## src/hw/rtl/spr_pkg.sv

```systemverilog
// Slotted page record store: shared constants, codes and controller/datapath structs.
// No dependencies; every other RTL file of the block imports it.
package spr_pkg;

    localparam int PAGE_BYTES = 4096;
    localparam int MAX_SLOTS  = 1024;
    localparam int HEADER_LEN = 6;
    localparam int ENTRY_LEN  = 4;

    localparam int PAGE_AW = $clog2(PAGE_BYTES);
    localparam int SLOT_W  = 10;
    localparam int SLOT_AW = $clog2(MAX_SLOTS);
    localparam int USED_W  = SLOT_AW + 1;
    localparam int LEN_W   = 13;
    localparam int IDX_W   = 12;
    localparam int BYTE_W  = 8;
    localparam int STAT_W  = 3;
    localparam int CMD_W   = 2;

    localparam int S_DATA_W = 48;
    localparam int M_DATA_W = 32;

    localparam logic [LEN_W-1:0] PAGE_END  = LEN_W'(PAGE_BYTES);
    localparam logic [USED_W-1:0] SLOTS_MAX = USED_W'(MAX_SLOTS);

    typedef enum logic [CMD_W-1:0] {
        CMD_INSERT = 2'd0,
        CMD_READ   = 2'd1,
        CMD_UPDATE = 2'd2,
        CMD_REMOVE = 2'd3
    } cmd_t;

    typedef enum logic [STAT_W-1:0] {
        STAT_OK       = 3'd0,
        STAT_NO_ROOM  = 3'd1,
        STAT_EMPTY    = 3'd2,
        STAT_NO_SLOT  = 3'd3,
        STAT_REMOVED  = 3'd4,
        STAT_TOO_LONG = 3'd5,
        STAT_PAST_END = 3'd6
    } stat_t;

    typedef enum logic [1:0] {
        FSM_IDLE  = 2'd0,
        FSM_EXEC  = 2'd1,
        FSM_RDOUT = 2'd2
    } fsm_t;

    typedef enum logic [1:0] {
        EMIT_NONE   = 2'd0,
        EMIT_ROW    = 2'd1,
        EMIT_LOOKUP = 2'd2,
        EMIT_READ   = 2'd3
    } emit_t;

    typedef struct packed {
        logic [LEN_W-1:0] off;
        logic [LEN_W-1:0] len;
    } dir_entry_t;

    // controller -> datapath
    typedef struct packed {
        logic  capture;
        logic  start_row;
        logic  byte_step;
        logic  dir_remove;
        logic  page_rd;
        emit_t emit;
    } ctrl_cmd_t;

    // datapath -> controller
    typedef struct packed {
        cmd_t cmd;
        logic row_active;
        logic last;
        logic chk_ok;
        logic out_free;
    } dp_stat_t;

endpackage

```

## src/hw/rtl/spr_ctrl.sv

```systemverilog
// Slotted page record store: controller state machine.
// Depends on spr_pkg; drives the datapath through ctrl_cmd_t.
module spr_ctrl import spr_pkg::*;
(
    input  logic      clk,
    input  logic      rst_n,
    input  logic      s_tvalid,
    output logic      s_tready,
    input  dp_stat_t  stat,
    output ctrl_cmd_t cmd
);

    fsm_t state_reg;
    fsm_t state_next;

    always_ff @(posedge clk or negedge rst_n)
    begin
        if (!rst_n)
        begin
            state_reg <= FSM_IDLE;
        end
        else
        begin
            state_reg <= state_next;
        end
    end

    always_comb
    begin
        state_next = state_reg;
        s_tready   = 1'b0;
        cmd        = '0;
        cmd.emit   = EMIT_NONE;
        case (state_reg)
            FSM_IDLE:
            begin
                s_tready = 1'b1;
                if (s_tvalid)
                begin
                    cmd.capture = 1'b1;
                    state_next  = FSM_EXEC;
                end
            end
            FSM_EXEC:
            begin
                if (stat.row_active)
                begin
                    // a final word must find the output register free
                    if (!stat.last || stat.out_free)
                    begin
                        cmd.byte_step = 1'b1;
                        if (stat.last)
                        begin
                            cmd.emit = EMIT_ROW;
                        end
                        state_next = FSM_IDLE;
                    end
                end
                else
                begin
                    case (stat.cmd)
                        CMD_READ:
                        begin
                            if (stat.chk_ok)
                            begin
                                cmd.page_rd = 1'b1;
                                state_next  = FSM_RDOUT;
                            end
                            else if (stat.out_free)
                            begin
                                cmd.emit   = EMIT_LOOKUP;
                                state_next = FSM_IDLE;
                            end
                        end
                        CMD_REMOVE:
                        begin
                            if (stat.out_free)
                            begin
                                cmd.emit       = EMIT_LOOKUP;
                                cmd.dir_remove = 1'b1;
                                state_next     = FSM_IDLE;
                            end
                        end
                        default:
                        begin
                            // insert or update: open the row, its first byte follows here
                            cmd.start_row = 1'b1;
                        end
                    endcase
                end
            end
            FSM_RDOUT:
            begin
                if (stat.out_free)
                begin
                    cmd.emit   = EMIT_READ;
                    state_next = FSM_IDLE;
                end
            end
            default:
            begin
                state_next = FSM_IDLE;
            end
        endcase
    end

endmodule

```

## config.mk

```make
export PLATFORM = sky130hd
export DESIGN_NAME = spr_ctrl
export DESIGN_NICKNAME = d
export VERILOG_FILES = /design/src/hw/rtl/spr_pkg.sv /design/src/hw/rtl/spr_ctrl.sv
export SDC_FILE = /design/constraint.sdc
export NUM_CORES = 1
export LEC_CHECK = 0
export ABC_AREA = 1
export BUFFER_PORTS_ARGS = -buffer_cell sky130_fd_sc_hd__buf_2
export CAP_MARGIN = 20
export CORE_AREA = 4 4 41 43
export DETAILED_ROUTE_END_ITERATION = 10
export DIE_AREA = 0 0 45 47
export PLACE_DENSITY = 0.54
export SLEW_MARGIN = 15
export SYNTH_ARGS = -nofsm -noshare
export SYNTH_HDL_FRONTEND = slang
export SYNTH_SLANG_ARGS = --single-unit
```

## constraint.sdc

```tcl
create_clock -name clk -period 1.65 [get_ports clk]
set_input_delay 0.4125 -clock clk [delete_from_list [all_inputs] [get_ports clk]]
set_output_delay 0.4125 -clock clk [all_outputs]
set_load 0.03 [all_outputs]
```

==> metrics.csv <==
stage,metric,value,unit
cells_and_area,area.growth.synth_to_final,97.6,%
status,violations,negative setup slack,
logic_synthesis,synthCells,56,
clock_network,cts_buffer_depth,2,
worst_setup_path,worstPathMaxFanout,3,
floorplan,io_pins,17,
clock_network,cts_sinks,2,
routing,routedWlPerCell,9.09,um
sta,layout_setup_ws,-0.0929,ns
logic_synthesis,synth_area_per_cell,5.63,um2
global_route,grt_pass1_wl,1470,um
worst_setup_path,cp.required,1.24,ns
cells_and_area,antenna_cells,0,
floorplan,fp-row-count,13,
routing,drcViolationCount,0,
cells_and_area,final_cell_mix,"nand2_1, buf_4, inv_1",
floorplan,chipWidth,45,um
sta,min_period,1.74,ns
sta,fmaxAchievable,574,MHz
cells_and_area,largest_register_ffs,2,
worst_setup_path,critical_path.most_common_cell,inv_2,
global_route,antenna_found_initial,0,
placed_design,pre_cts_ws,-0.0000672,ns
cells_and_area,fillers,139,
floorplan,core_area,0.00130,mm2
logic_synthesis,yosysTopAreaCell,nand2_1,
placed_design,dp.cells,91,
placed_design,gp_congestion,0.696,
routing,ant_nets,0,
cells_and_area,fin_cells,100,
power,leakagePower,0.363,nW
sta,skew,0.000828,ns
sta,hold_viol,0,
logic_synthesis,synth_warnings,0,
clock_network,cts_tree,built,
logic_synthesis,syn_area,315,um2
logic_synthesis,yosysSeqAreaShare,15.9,%
worst_hold_path,holdCritPathClass,in -> async,
global_route,grt_pass1_vias,389,
floorplan,die_y,47,um
cells_and_area,layout_commonest_cell,nand2_1,
worst_setup_path,rrSetupSlack,0.14,ns
routing,avgViaCountPerCell,4.23,
clock_network,cts_buffers,3,
cells_and_area,drive_above_1_share,56.5,%
routing,wl,909,um
worst_setup_path,crit_buf_inv,3,
worst_setup_path,critical_path.top_delay_family,flip-flops,
worst_setup_path,critical-path-slowest-cell,dfrtp_1,
routing,via_count,423,
sta,report.final.setup_viol,4,
job,max-cap-violations,0,
clock_network,htree_levels,1,
global_route,track_usage,9.31,%
global_route,overflow,0,
logic_synthesis,synthTopCellsByArea,"nand2_1, inv_1, dfrtp_1",
placed_design,hpwl,690,um
clock_network,worst_skew_pair.late_latency,0.22,ns
sta,worst_slew_pin_slew,0.195,ns
cells_and_area,regArea,51.3,um2
sta,slew_headroom,87.0,%
sta,slew_violations,0,
sta,finalCritPeriodShare,106,%
power,vdd_drop_max,0.799,mV
worst_setup_path,critPathCaptureType,output port,
cells_and_area,nets,100,
worst_setup_path,cp_cell_sequence,inv_2 -> ha_4 -> nand2_4 -> inv_2 -> nand4_1 -> a21oi_4 -> buf_6,
cells_and_area,fin_util,47.9,%
worst_setup_path,cp-start-kind,flip-flop,
logic_synthesis,synth_top_area_share,25.0,%
placed_design,io_buffers,16,
worst_setup_path,slowest_delay,0.38,ns
logic_synthesis,synth_nets,69,
floorplan,dieArea,0.00212,mm2
sta,grt_setup_unrepaired,yes,
sta,setup_tns,-0.277,ns
worst_setup_path,cp.arrival,1.33,ns
cells_and_area,multi_input_comb_area,284,um2
global_route,grt_max_degree,6,
clock_network,clockRootBuffer,clkbuf_4,
power,power_density,1420,mW/mm2
power,total_power,886,uW
floorplan,initial_core_util,24.2,%
logic_synthesis,synth_seq_cells,2,
routing,drt_iter0_drc,2,
worst_setup_path,crit_type,reg -> out,
routing,first_pass_iters,2,
clock_network,clk_pin_slew,0.03,ns
logic_synthesis,synthDistinctLibCells,13,
status,status,finished with violations,
## synth_stat cells
library cell	n
nor3_1	1
ha_1	4
a21oi_1	3
nor2_1	1
nor4_1	1
inv_1	15
nand3_2	1
nand2_2	1
nand3_1	3
nor2_2	2
nand2_1	21
dfrtp_1	2
nand4_1	1
## worst reg2reg max path, stage by stage (launching register included)
cell and delay, ns:
dfrtp_2 0.43, ha_4 0.19, nand2_4 0.06, inv_2 0.04
buf_4 0.12, buf_4 0.12, buf_4 0.12, buf_4 0.12
nand2_2 0.05, nand2_1 0.05, nand2_1 0.05, nand2_1 0.05
## stage by stage
step | hold WS (ns) | area (um2)
finish | 0.512 | 623
floorplan | 0.117 | 342
detailed placement | 0.200 | 470
global route | 0.520 | 623
CTS | 0.508 | 609
global placement | 0.200 | 470
## layer usage
layer | global-route usage, % | wire (um)
met5 | 0 | 0
met4 | 1.75 | 0
met3 | 1.15 | 57
met2 | 16.1 | 428
met1 | 12.5 | 423
## path summary, 6_finish.rpt
path | start | endpoint | cells past startpoint
max in group asynchronous | rst_n | state_reg[0]$_DFFE_PN0P_ | 2
worst max-delay path | state_reg[1]$_DFFE_PN0P_ | cmd[1] | 7
min in group clk | s_tvalid | state_reg[1]$_DFFE_PN0P_ | 6
worst min register to register | state_reg[1]$_DFFE_PN0P_ | state_reg[1]$_DFFE_PN0P_ | 3
worst max register to register | state_reg[0]$_DFFE_PN0P_ | state_reg[1]$_DFFE_PN0P_ | 11
worst min-delay path | rst_n | state_reg[0]$_DFFE_PN0P_ | 2
## area by class of cell
cell class | count | share of cell area, %
Sequential cell | 2 | 8.23
Tap cell | 15 | 3.01
Timing Repair Buffer | 26 | 30.5
Clock buffer | 3 | 3.61
Inverter | 15 | 9.04
Multi-Input combinational cell | 39 | 45.6
## power breakdown
part	internal [mW]	leakage [nW]	switching [mW]
registers	0.0733	0.0245	0.0260
logic	0.310	0.325	0.372
clock network	0.0799	0.0138	0.0242
total	0.463	0.363	0.423
## cell families (layout without fill, tap and decap cells)
family / count (synthesis) / in the layout / synth area share, %
AO/OA/AOI/OAI: 3 / 3 / 4.76
adder cells (fa/ha/maj): 4 / 4 / 15.9
buffers and inverters: 15 / 44 / 17.9
flip-flops: 2 / 2 / 15.9
AND/OR/NAND/NOR: 32 / 32 / 45.6
## what timing repair did
item	4_1_cts	5_1_grt
pin swaps	4	2
endpoints found under the setup margin	6	8
hold buffers	1	0
setup buffers	7	0
resized for setup	19	9
hold endpoints to repair	2	0
(Power assumes the default switching activity.)
